$ cat src/hw/rtl/assert_macros.svh
// Assertion macros used by the top-level RTL file of the LED blink controller.
`ifndef ASSERT_MACROS_SVH
`define ASSERT_MACROS_SVH

// Checks a property at every rising clock edge outside reset.
`define LBC_ASSERT(label, prop, msg) \
	label: assert property (@(posedge clk) disable iff (!arst_n) (prop)) else $error(msg);

// Checks that an antecedent implies a consequent in the same cycle.
`define LBC_ASSERT_IMP(label, ante, cons, msg) \
	label: assert property (@(posedge clk) disable iff (!arst_n) (ante) |-> (cons)) \
		else $error(msg);

`endif

$ cat src/hw/rtl/lbc_pkg.sv
// Shared constants and types of the LED blink controller.
package lbc_pkg;

	localparam int LedCount = 2;
	localparam logic [7:0] PeriodReset = 8'd3;

	typedef enum logic [1:0] {
		CmdTick    = 2'd0,
		CmdSwitch  = 2'd1,
		CmdOneshot = 2'd2,
		CmdCont    = 2'd3
	} cmd_kind_t;

	typedef struct packed {
		logic      advance;
		logic      sel;
		cmd_kind_t kind;
		logic      switch_on;
		logic [7:0] on_ticks;
		logic [7:0] off_ticks;
	} lbc_cmd_t;

endpackage

$ cat src/hw/rtl/lbc_led_cell.sv
// State and update logic of one LED: mode, blink counter, limits and level.
module lbc_led_cell (
	input  logic             clk,
	input  logic             arst_n,
	input  lbc_pkg::lbc_cmd_t cmd,
	output logic             level_next
);
	import lbc_pkg::*;

	typedef enum logic [1:0] {
		ModeOff     = 2'd0,
		ModeOn      = 2'd1,
		ModeOneshot = 2'd2,
		ModeCont    = 2'd3
	} led_mode_t;

	led_mode_t  mode_q;
	logic [7:0] count_q;
	logic [7:0] on_limit_q;
	logic [7:0] cycle_limit_q;
	logic       level_q;
	logic [7:0] count_inc;

	assign count_inc = count_q + 8'd1;

	// The level after this beat, so that the result carries the updated value.
	always_comb begin
		level_next = level_q;
		if (cmd.sel) begin
			case (cmd.kind)
				CmdSwitch:  level_next = cmd.switch_on;
				CmdOneshot: level_next = 1'b1;
				CmdCont:    level_next = 1'b1;
				default:    level_next = level_q;
			endcase
		end else if (cmd.advance) begin
			case (mode_q)
				ModeOneshot: begin
					if (count_inc >= on_limit_q) level_next = 1'b0;
				end
				ModeCont: begin
					if (count_inc >= cycle_limit_q) level_next = 1'b1;
					else if (count_inc == on_limit_q) level_next = 1'b0;
				end
				default: level_next = level_q;
			endcase
		end
	end

	always_ff @(posedge clk or negedge arst_n) begin
		if (!arst_n) begin
			mode_q        <= ModeOff;
			count_q       <= 8'd0;
			on_limit_q    <= 8'd0;
			cycle_limit_q <= 8'd0;
			level_q       <= 1'b1;
		end else begin
			level_q <= level_next;
			if (cmd.sel) begin
				case (cmd.kind)
					CmdSwitch: begin
						mode_q <= cmd.switch_on ? ModeOn : ModeOff;
					end
					CmdOneshot: begin
						on_limit_q <= cmd.on_ticks;
						count_q    <= 8'd0;
						mode_q     <= ModeOneshot;
					end
					CmdCont: begin
						on_limit_q    <= cmd.on_ticks;
						cycle_limit_q <= cmd.on_ticks + cmd.off_ticks;
						count_q       <= 8'd0;
						mode_q        <= ModeCont;
					end
					default: mode_q <= mode_q;
				endcase
			end else if (cmd.advance) begin
				case (mode_q)
					ModeOneshot: begin
						count_q <= count_inc;
						if (count_inc >= on_limit_q) mode_q <= ModeOff;
					end
					ModeCont: begin
						count_q <= (count_inc >= cycle_limit_q) ? 8'd0 : count_inc;
					end
					default: count_q <= count_q;
				endcase
			end
		end
	end

endmodule

$ cat src/hw/rtl/led_blink_controller_top.sv
// Top level of the LED blink controller: input stage, prescaler, LED cells, result queue.
//
//  channel | direction | handshake                 | payload
//  in      | input     | in_valid / in_stall       | mode, led_index, switch_on, on_ticks, off_ticks
//  out     | output    | out_valid / out_stall     | led_levels
//  cfg     | input     | cfg_wr_en                 | cfg_wr_data (prescale period)
//
// One item per cycle unless in_stall is raised; results pass the input stage and result queue.
// The rate is set by the single input stage, which feeds all LED cells at once.
// Asynchronous reset sets the period and prescaler to 3, all LEDs off-mode, levels high.
// A two-entry result queue absorbs output stalls; in_stall is raised only when the
// queue is full, the output is stalled and the input stage holds an item.
`include "assert_macros.svh"

module led_blink_controller_top (
	input  logic       clk,
	input  logic       arst_n,
	input  logic       in_valid,
	output logic       in_stall,
	input  logic [1:0] mode,
	input  logic       led_index,
	input  logic       switch_on,
	input  logic [7:0] on_ticks,
	input  logic [7:0] off_ticks,
	output logic       out_valid,
	input  logic       out_stall,
	output logic [1:0] led_levels,
	input  logic       cfg_wr_en,
	input  logic [7:0] cfg_wr_data
);
	import lbc_pkg::*;

	logic       valid_s1;
	cmd_kind_t  kind_s1;
	logic       led_index_s1;
	logic       switch_on_s1;
	logic [7:0] on_ticks_s1;
	logic [7:0] off_ticks_s1;

	logic [7:0] period_q;
	logic [7:0] prescale_q;

	logic [1:0] queue_cnt_q;
	logic [1:0] queue0_q;
	logic [1:0] queue1_q;

	logic       accept;
	logic       fire_s1;
	logic       pop;
	logic       advance;
	logic       is_tick;
	logic [LedCount-1:0] level_next;
	logic [1:0] levels_next;

	assign pop      = out_valid && !out_stall;
	assign fire_s1  = valid_s1 && ((queue_cnt_q != 2'd2) || pop);
	assign in_stall = valid_s1 && !fire_s1;
	assign accept   = in_valid && !in_stall;
	assign is_tick  = (kind_s1 == CmdTick);
	// The prescaler reloads the period on this beat exactly when it holds one.
	assign advance  = fire_s1 && is_tick && (prescale_q == 8'd1);

	always_ff @(posedge clk or negedge arst_n) begin
		if (!arst_n) begin
			valid_s1 <= 1'b0;
		end else if (accept) begin
			valid_s1 <= 1'b1;
		end else if (fire_s1) begin
			valid_s1 <= 1'b0;
		end
	end

	always_ff @(posedge clk) begin
		if (accept) begin
			kind_s1      <= cmd_kind_t'(mode);
			led_index_s1 <= led_index;
			switch_on_s1 <= switch_on;
			on_ticks_s1  <= on_ticks;
			off_ticks_s1 <= off_ticks;
		end
	end

	always_ff @(posedge clk or negedge arst_n) begin
		if (!arst_n) begin
			period_q   <= PeriodReset;
			prescale_q <= PeriodReset;
		end else begin
			if (cfg_wr_en) period_q <= cfg_wr_data;
			if (fire_s1 && is_tick) begin
				prescale_q <= advance ? period_q : prescale_q - 8'd1;
			end
		end
	end

	for (genvar i = 0; i < LedCount; i++) begin : g_led
		lbc_cmd_t cmd;
		always_comb begin
			cmd.advance   = advance;
			cmd.sel       = fire_s1 && !is_tick && (int'(led_index_s1) == i);
			cmd.kind      = kind_s1;
			cmd.switch_on = switch_on_s1;
			cmd.on_ticks  = on_ticks_s1;
			cmd.off_ticks = off_ticks_s1;
		end
		lbc_led_cell u_cell (
			.clk        (clk),
			.arst_n     (arst_n),
			.cmd        (cmd),
			.level_next (level_next[i])
		);
	end

	// Result bits for LEDs that do not exist read zero.
	for (genvar b = 0; b < 2; b++) begin : g_levels
		if (b < LedCount) begin : g_on
			assign levels_next[b] = level_next[b];
		end else begin : g_off
			assign levels_next[b] = 1'b0;
		end
	end

	always_ff @(posedge clk or negedge arst_n) begin
		if (!arst_n) begin
			queue_cnt_q <= 2'd0;
		end else begin
			case ({fire_s1, pop})
				2'b10:   queue_cnt_q <= queue_cnt_q + 2'd1;
				2'b01:   queue_cnt_q <= queue_cnt_q - 2'd1;
				default: queue_cnt_q <= queue_cnt_q;
			endcase
		end
	end

	always_ff @(posedge clk) begin
		case ({fire_s1, pop})
			2'b10: begin
				if (queue_cnt_q == 2'd0) queue0_q <= levels_next;
				else queue1_q <= levels_next;
			end
			2'b01: begin
				queue0_q <= queue1_q;
			end
			2'b11: begin
				if (queue_cnt_q == 2'd1) begin
					queue0_q <= levels_next;
				end else begin
					queue0_q <= queue1_q;
					queue1_q <= levels_next;
				end
			end
			default: queue0_q <= queue0_q;
		endcase
	end

	assign out_valid  = (queue_cnt_q != 2'd0);
	assign led_levels = queue0_q;

	`LBC_ASSERT(a_queue_bound, queue_cnt_q != 2'd3, "result queue count out of range")
	`LBC_ASSERT_IMP(a_stall_cause, in_stall, (queue_cnt_q == 2'd2) && out_stall, "input stalled without a full stalled queue")
	`LBC_ASSERT(a_empty_push, (fire_s1 && (queue_cnt_q == 2'd0)) |=> (out_valid && (led_levels == $past(levels_next))), "result beat lost on empty queue")

endmodule

$ cat config.mk
export PLATFORM = sky130hd
export DESIGN_NAME = led_blink_controller_top
export DESIGN_NICKNAME = d
export VERILOG_FILES = /design/src/hw/rtl/lbc_pkg.sv /design/src/hw/rtl/lbc_led_cell.sv /design/src/hw/rtl/led_blink_controller_top.sv
export VERILOG_INCLUDE_DIRS = /design/src /design/src/hw/rtl
export SDC_FILE = /design/constraint.sdc
export NUM_CORES = 1
export LEC_CHECK = 0
export BUFFER_PORTS_ARGS = -buffer_cell sky130_fd_sc_hd__buf_2
export CORE_MARGIN = 4
export CORE_UTILIZATION = 46
export CTS_CLUSTER_SIZE = 25
export DETAILED_ROUTE_END_ITERATION = 8
export PLACE_DENSITY_LB_ADDON = 0.2
export SYNTH_ARGS = -nofsm -noshare
export SYNTH_HDL_FRONTEND = slang
export SYNTH_SLANG_ARGS = --single-unit
$ cat constraint.sdc
create_clock -name clk -period 3.5 [get_ports clk]
set_input_delay 1.05 -clock clk [delete_from_list [all_inputs] [get_ports clk]]
set_output_delay 1.05 -clock clk [all_outputs]
set_load 0.005 [all_outputs]
==> results of run 1 <==
-- Yosys cell counts (5+ instances only) --
| cell type | instances | area [um^2] |
|---|---|---|
| a211oi_1 | 6 | 45.0 |
| a21oi_1 | 20 | 100 |
| a22o_1 | 9 | 78.8 |
| a31oi_1 | 10 | 62.6 |
| and3_1 | 9 | 56.3 |
| clkbuf_1 | 7 | 26.3 |
| dfrtp_1 | 67 | 1680 |
| dfstp_2 | 6 | 158 |
| edfxtp_1 | 24 | 721 |
| ha_1 | 49 | 613 |
| inv_1 | 48 | 180 |
| mux2_2 | 32 | 360 |
| nand2_1 | 45 | 169 |
| nand3_1 | 17 | 85.1 |
| nand4_1 | 5 | 31.3 |
| nor2_1 | 23 | 86.3 |
| nor2b_1 | 7 | 43.8 |
| o21a_1 | 5 | 37.5 |
| o21ai_0 | 33 | 165 |
| xnor2_1 | 9 | 78.8 |
| xor2_1 | 8 | 70.1 |
-- logic make-up after synthesis --
logic type,Yosys count
compound gates,118
xor+xnor,17
fa+ha+maj,50
buf+inv,59
flops,97
mux,32
simple gates,139
-- power by group --
part | leakage (nW) | switching (mW) | internal, mW
Sequential | 1.12 | 0.239 | 1.50
Combinational | 1.57 | 0.671 | 0.546
Clock | 0.160 | 0.442 | 0.638
-- per-layer routing --
layer / track usage / routed length, um
met2: 0.281 / 5150
met5: 0 / 0
met4: 0.0711 / 309
met3: 0.0375 / 432
met1: 0.245 / 5270
-- per-stage QoR --
| step | total power [mW] | cells | setup slack [ns] | hold slack [ns] |
|---|---|---|---|---|
| after floorplan | 2.62 | 512 | 0.500 | 0.449 |
| after global placement | 2.92 | 683 | 0.632 | 0.467 |
| after detailed placement | 2.97 | 683 | 0.616 | 0.471 |
| after CTS | 4.08 | 699 | 0.619 | 0.487 |
| after global routing | 4.34 | 699 | 0.460 | 0.520 |
| final | 4.04 | 699 | 0.619 | 0.488 |
-- worst reg2reg max path, cell delays in order (launching register included) --
cell and delay (ns):
dfrtp_1 0.45, and3_1 0.22, and3_1 0.19, and3_1 0.18, xor2_1 0.17, ha_1 0.31
and4_1 0.25, and3_1 0.17, o221ai_1 0.12, a211oi_1 0.32, a32oi_1 0.14
-- state kept, by name (all words and copies together), names as in the netlist, 4 cells and up --
| register | cells |
|---|---|
| g_led.u_cell.mode_q | 4 |
| prescale_q | 8 |
| period_q | 8 |
| g_led.u_cell.on_limit_q | 16 |
| on_ticks_s1 | 8 |
| g_led.u_cell.count_q | 16 |
| g_led.u_cell.cycle_limit_q | 16 |
| off_ticks_s1 | 8 |
-- final timing paths --
path	slack, ns	depth (start not counted)	end
setup / recovery	0.62	4	in_stall
hold / removal	0.49	2	g_led[1].u_cell.cycle_limit_q[6]$_DFFE_PN0P_
setup reg to reg	0.69	10	queue1_q[1]$_DFFE_PP_
hold reg to reg	0.49	2	g_led[1].u_cell.cycle_limit_q[6]$_DFFE_PN0P_
max in group asynchronous	1.95	2	prescale_q[7]$_DFFE_PN0P_
min in group asynchronous	0.90	2	g_led[0].u_cell.count_q[2]$_DFFE_PN0P_
-- final cells by class --
class	count	area [um^2]	share of cell area
inverter	48	180	0.0294
sequential	97	2550	0.417
tap	143	179	0.0292
timing repair buffer	39	203	0.0331
multi-input combinational	356	2690	0.438
clock buffer	10	229	0.0374
clock inverter	6	97.6	0.0159
==> out/qor.yml, run 1 <==
clocking:
  cts_buffers: 9
  cts_tree: "built"
  clock_sinks: 97
  post_cts_buffers: 0
  clk_pin_slew_ns: 0.07
  cts_resized: 0
  clockBufferDepth: 2
  cts_root_buffer: "clkbuf_16"
  holdBufCountCts: 0
  cts-htree-levels: 3
  clk_latency_ns: 0.35
logic_synthesis:
  synth_seq_area_share: 0.467
  async_reset_ff_frac: 0.753
  syn_nets: 595
  synthesis.area_um2: 5470
  syn_area_per_cell_um2: 10.7
  synth_compound_area_frac: 0.147
  synth-adder-area-share: 0.116
  synth_top_family_by_area: "compound AO/OA/AOI/OAI gates"
  synth-simple-area-share: 0.134
  synthMuxAreaShare: 0.0658
  ys_ff_latch: 97
  synth_xor_xnor_area_share: 0.0272
  synth_edf_count: 24
  synth_top_flop_cell: "dfrtp_1"
  yosysWarningCount: 0
  synthDistinctLibCells: 67
  syn-instance-count: 512
cells_and_area:
  nets: 634
  fillers: 1021
  diodes: 0
  mostFrequentLayoutCells: "dfrtp_1, ha_1, inv_1, nand2_1, buf_2"
  fin_util: 0.532
  final_common_cell: "dfrtp_1"
  drive_above_1_share: 0.203
  final_cell_area_um2: 6130
  syn2layout_area_growth_pct: 12.0
critical_path:
  startpoint_type: "primary input"
  cp.required_ns: 2.45
  crit_start: "out_stall"
  cp_slowest_stage_delay_ns: 0.32
  worstPathMaxFanout: 6
  cp_num_buf_inv: 2
  crit_family: "simple AND/OR/NAND/NOR gates"
  cp_slowest_cell: "or2_2"
  critPathMostFrequentCell: "buf_2"
  r2r-start: "g_led[1].u_cell.count_q[0]$_DFFE_PN0P_"
  crit_type: "in2out"
  cp_cell_sequence: "buf_2, or2_2, and3_1, buf_2"
  arrival_ns: 1.83
  end_kind: "primary output"
global_route:
  grt_pass1_wl_um: 18900
  antenna_found_initial: 0
  overflow: 0
  grt_use_total: 0.180
  grt_pass1_vias: 3785
  grt_max_degree: 74
timing:
  slew_viol_final: 0
  tightest_slew_ns: 0.942
  clock_skew_ns: 0.00698
  min_period_over_period: 0.823
  setup_viol: 0
  max-slew-margin-rel: 0.372
  hold_violations: 0
  fmax_mhz: 347
  rsz0062_at_grt: "no"
  tns_ns: 0
  min_period_ns: 2.88
placed_design:
  numPortBuffers: 36
  place_area_um2: 5800
  gp_congestion: 0.836
  hpwl_um: 8350
hold_path:
  worstHoldStart: "g_led[1].u_cell.cycle_limit_q[6]$_DFFE_PN0P_"
  hold_path.class: "reg2reg"
routing:
  wl_per_cell_um: 16.0
  vias: 3868
  via_per_inst: 5.53
  drt_first_pass_iters: 5
  antenna_left: 0
  drt_iter0_markers: 234
  drc_errors: 0
  drt-total-wl_um: 11200
power_and_ir_drop:
  vdd_ir_drop_max_mv: 0.293
  leakage_nw: 2.85
  powerDensity_nw_per_um2: 659
floorplanning:
  top_level_ports: 37
  core_um2: 11500
  die_h_um: 117
  fp.dieW_um: 117
  die_area_um2: 13700
  initial_utilization: 0.475
  placementRows: 39
status:
  status: "finished, final reports clean"
job:
  cap_viol_max_count: 0
Power figures use the tool's default switching activity.
==> inputs of run 2 (changes only) <==
==> constraint.sdc (replaced) <==
create_clock -name clk -period 2.55 [get_ports clk]
set_input_delay 0.765 -clock clk [delete_from_list [all_inputs] [get_ports clk]]
set_output_delay 0.765 -clock clk [all_outputs]
set_load 0.005 [all_outputs]
==> run 2 against run 1 <==
Final area increased by 6.8%; clock skew grew 0.0067 ns; core utilization up 3.6 points; sequential share of layout area decreased by 2.6 points; critical path depth is 6 higher; clock-buffer cell count is the same; routed wire length grew 4.2%; non-clock buffer count rose by 23; worst setup slack worse by 0.59 ns; highest routed layer unchanged; first-iteration DRC count is 19% higher; power rose by 42%; via count up 1.9%.
==> out/qor.yml, run 2 (synthesis results as in run 1) <==
global_route:
  grt_pass1_wl_um: 18800  # was 18,900 um
  grt_pass1_vias: 3868  # was 3,785
  antenna_found_initial: 0  # unchanged
  grt_use_total: 0.181  # was 0.180
  grt_max_degree: 74  # unchanged
  overflow: 0  # unchanged
critical_path:
  arrival_ns: 2.60  # was 1.83 ns
  crit_type: "reg2reg"  # was in2out
  end_kind: "flip-flop"  # was primary output
  startpoint_type: "flip-flop"  # was primary input
  worstPathMaxFanout: 3  # was 6
  cp.required_ns: 2.63  # was 2.45 ns
placed_design:
  numPortBuffers: 36  # unchanged
  gp_congestion: 0.891  # was 0.836
  pre_cts_ws_ns: -0.0737  # was 0.616 ns
  hpwl_um: 8540  # was 8350 um
timing:
  rsz0062_at_grt: "yes"  # was no
  max-slew-margin-rel: 0.610  # was 0.372
  min_period_over_period: 0.990
  slew_viol_final: 0  # unchanged
  setup_slack_ns: 0.0262  # was 0.619 ns
  min_period_ns: 2.52
  hold_violations: 0  # unchanged
  setup_viol: 0  # unchanged
  tightest_slew_ns: 0.584  # was 0.942 ns
  clock_skew_ns: 0.0137  # was 0.00698 ns
  fin_hold_ws_ns: 0.420  # was 0.488 ns
  fmax_mhz: 396
cells_and_area:
  drive_above_1_share: 0.294  # was 0.203
  syn2layout_area_growth_pct: 19.6  # was 12.0%
  nets: 657  # was 634
  fillers: 975  # was 1,021
  mostFrequentLayoutCells: "dfrtp_1, inv_1, ha_1, nand2_1, buf_2"  # was dfrtp_1, ha_1, inv_1, nand2_1, buf_2
  final_common_cell: "dfrtp_1"  # unchanged
  largestRegisters: "g_led.u_cell.count_q x16, g_led.u_cell.cycle_limit_q x16, g_led.u_cell.on_limit_q x16"  # unchanged
  diodes: 0  # unchanged
routing:
  vias: 3941  # was 3,868
  drt_first_pass_iters: 4  # was 5
  drc_errors: 0  # unchanged
  drt_iter0_markers: 279  # was 234
  antenna_left: 0  # unchanged
  wl_per_cell_um: 16.1  # was 16.0 um
  via_per_inst: 5.46  # was 5.53
  drt-total-wl_um: 11600  # was 11,200 um
job:
  cap_viol_max_count: 0  # unchanged
power_and_ir_drop:
  powerDensity_nw_per_um2: 876  # was 659 nW/um^2
  leakage_nw: 2.97  # was 2.85 nW
  vdd_ir_drop_max_mv: 0.468  # was 0.293 mV
floorplanning:
  core_um2: 11500  # unchanged
  initial_utilization: 0.475  # unchanged
  top_level_ports: 37  # unchanged
  die_h_um: 117  # unchanged
  placementRows: 39  # unchanged
  fp.dieW_um: 117  # unchanged
  die_area_um2: 13700  # unchanged
clocking:
  clk_latency_ns: 0.36  # was 0.35 ns
  clockBufferDepth: 2  # unchanged
  clock_sinks: 97  # unchanged
  cts_root_buffer: "clkbuf_16"  # unchanged
  clk_pin_slew_ns: 0.07  # about the same
  cts_tree: "built"  # unchanged
  cts-htree-levels: 3  # unchanged
  cts_buffers: 9  # unchanged
hold_path:
  hold_path.class: "in2async"  # was reg2reg
status:
  status: "finished, final reports clean"  # unchanged
==> run 2: cell types whose count changed in the layout (fill, tap and decap cells not counted), sizes merged <==
cell / change
clkinvlp: +1
inv: -1
buf: +23
==> run 2: worst paths after layout <==
path | from | cells after the start | to | slack [ns]
setup reg to reg | g_led[1].u_cell.count_q[0]$_DFFE_PN0P_ | 10 | queue1_q[1]$_DFFE_PP_ | 0.03
min in group clk | g_led[1].u_cell.cycle_limit_q[1]$_DFFE_PN0P_ | 2 | g_led[1].u_cell.cycle_limit_q[1]$_DFFE_PN0P_ | 0.49
hold reg to reg | g_led[1].u_cell.cycle_limit_q[1]$_DFFE_PN0P_ | 2 | g_led[1].u_cell.cycle_limit_q[1]$_DFFE_PN0P_ | 0.49
max in group asynchronous | arst_n | 2 | prescale_q[1]$_DFFE_PN1P_ | 1.78
hold / removal | arst_n | 2 | g_led[0].u_cell.count_q[2]$_DFFE_PN0P_ | 0.42
setup / recovery | g_led[1].u_cell.count_q[0]$_DFFE_PN0P_ | 10 | queue1_q[1]$_DFFE_PP_ | 0.03
==> run 2: routing by layer <==
metal / share of wire / global-route usage
met1: 0.47 / 0.246
met2: 0.48 / 0.287
met3: 0.037 / 0.0396
met4: 0.016 / 0.0604
met5: 0 / 0
==> run 2: where the power goes <==
part	switching, mW	internal, mW	total [mW]
sequential	0.319	2.06	2.38
combinational	0.992	0.836	1.83
clock	0.623	0.898	1.52
total	1.93	3.80	5.73
==> run 2: layout make-up <==
| cell class | instances | area, um^2 | area share |
|---|---|---|---|
| clock buffers | 10 | 239 | 0.0365 |
| clock inverters | 6 | 96.3 | 0.0147 |
| inverters | 48 | 180 | 0.0275 |
| multi-input cells | 356 | 2890 | 0.441 |
| flip-flops and latches | 97 | 2560 | 0.391 |
| well taps | 143 | 179 | 0.0273 |
| repair buffers | 62 | 400 | 0.0612 |
==> run 2: worst max-delay path, stage by stage, from the launching register on <==
cell and delay [ns]:
dfrtp_1 0.37, and3_4 0.18, and3_4 0.18, and3_4 0.19
xor2_4 0.20, ha_1 0.30, and4_1 0.19, and3_1 0.16
o221ai_1 0.14, a211oi_2 0.22, a32oi_1 0.12
==> run 2: stage by stage <==
step | instance area (um^2) | total power [mW] | util | instances | TNS (ns)
floorplan | 5480 | 3.60 | - | 512 | 0
global placement | 5930 | 4.08 | 0.515 | 697 | -0.00800
detailed placement | 5930 | 4.15 | 0.515 | 697 | -0.242
CTS | 6290 | 5.71 | 0.547 | 715 | 0
global route | 6540 | 6.16 | 0.568 | 722 | -0.306
finish | 6540 | 5.73 | 0.568 | 722 | 0
==> run 2: what timing repair did <==
item                       CTS  global route
buffers inserted             2             7
hold buffers                 0             0
setup endpoints to repair    6            24
hold endpoints to repair     0             0
pin swaps                    1            27
resized for setup            2            45
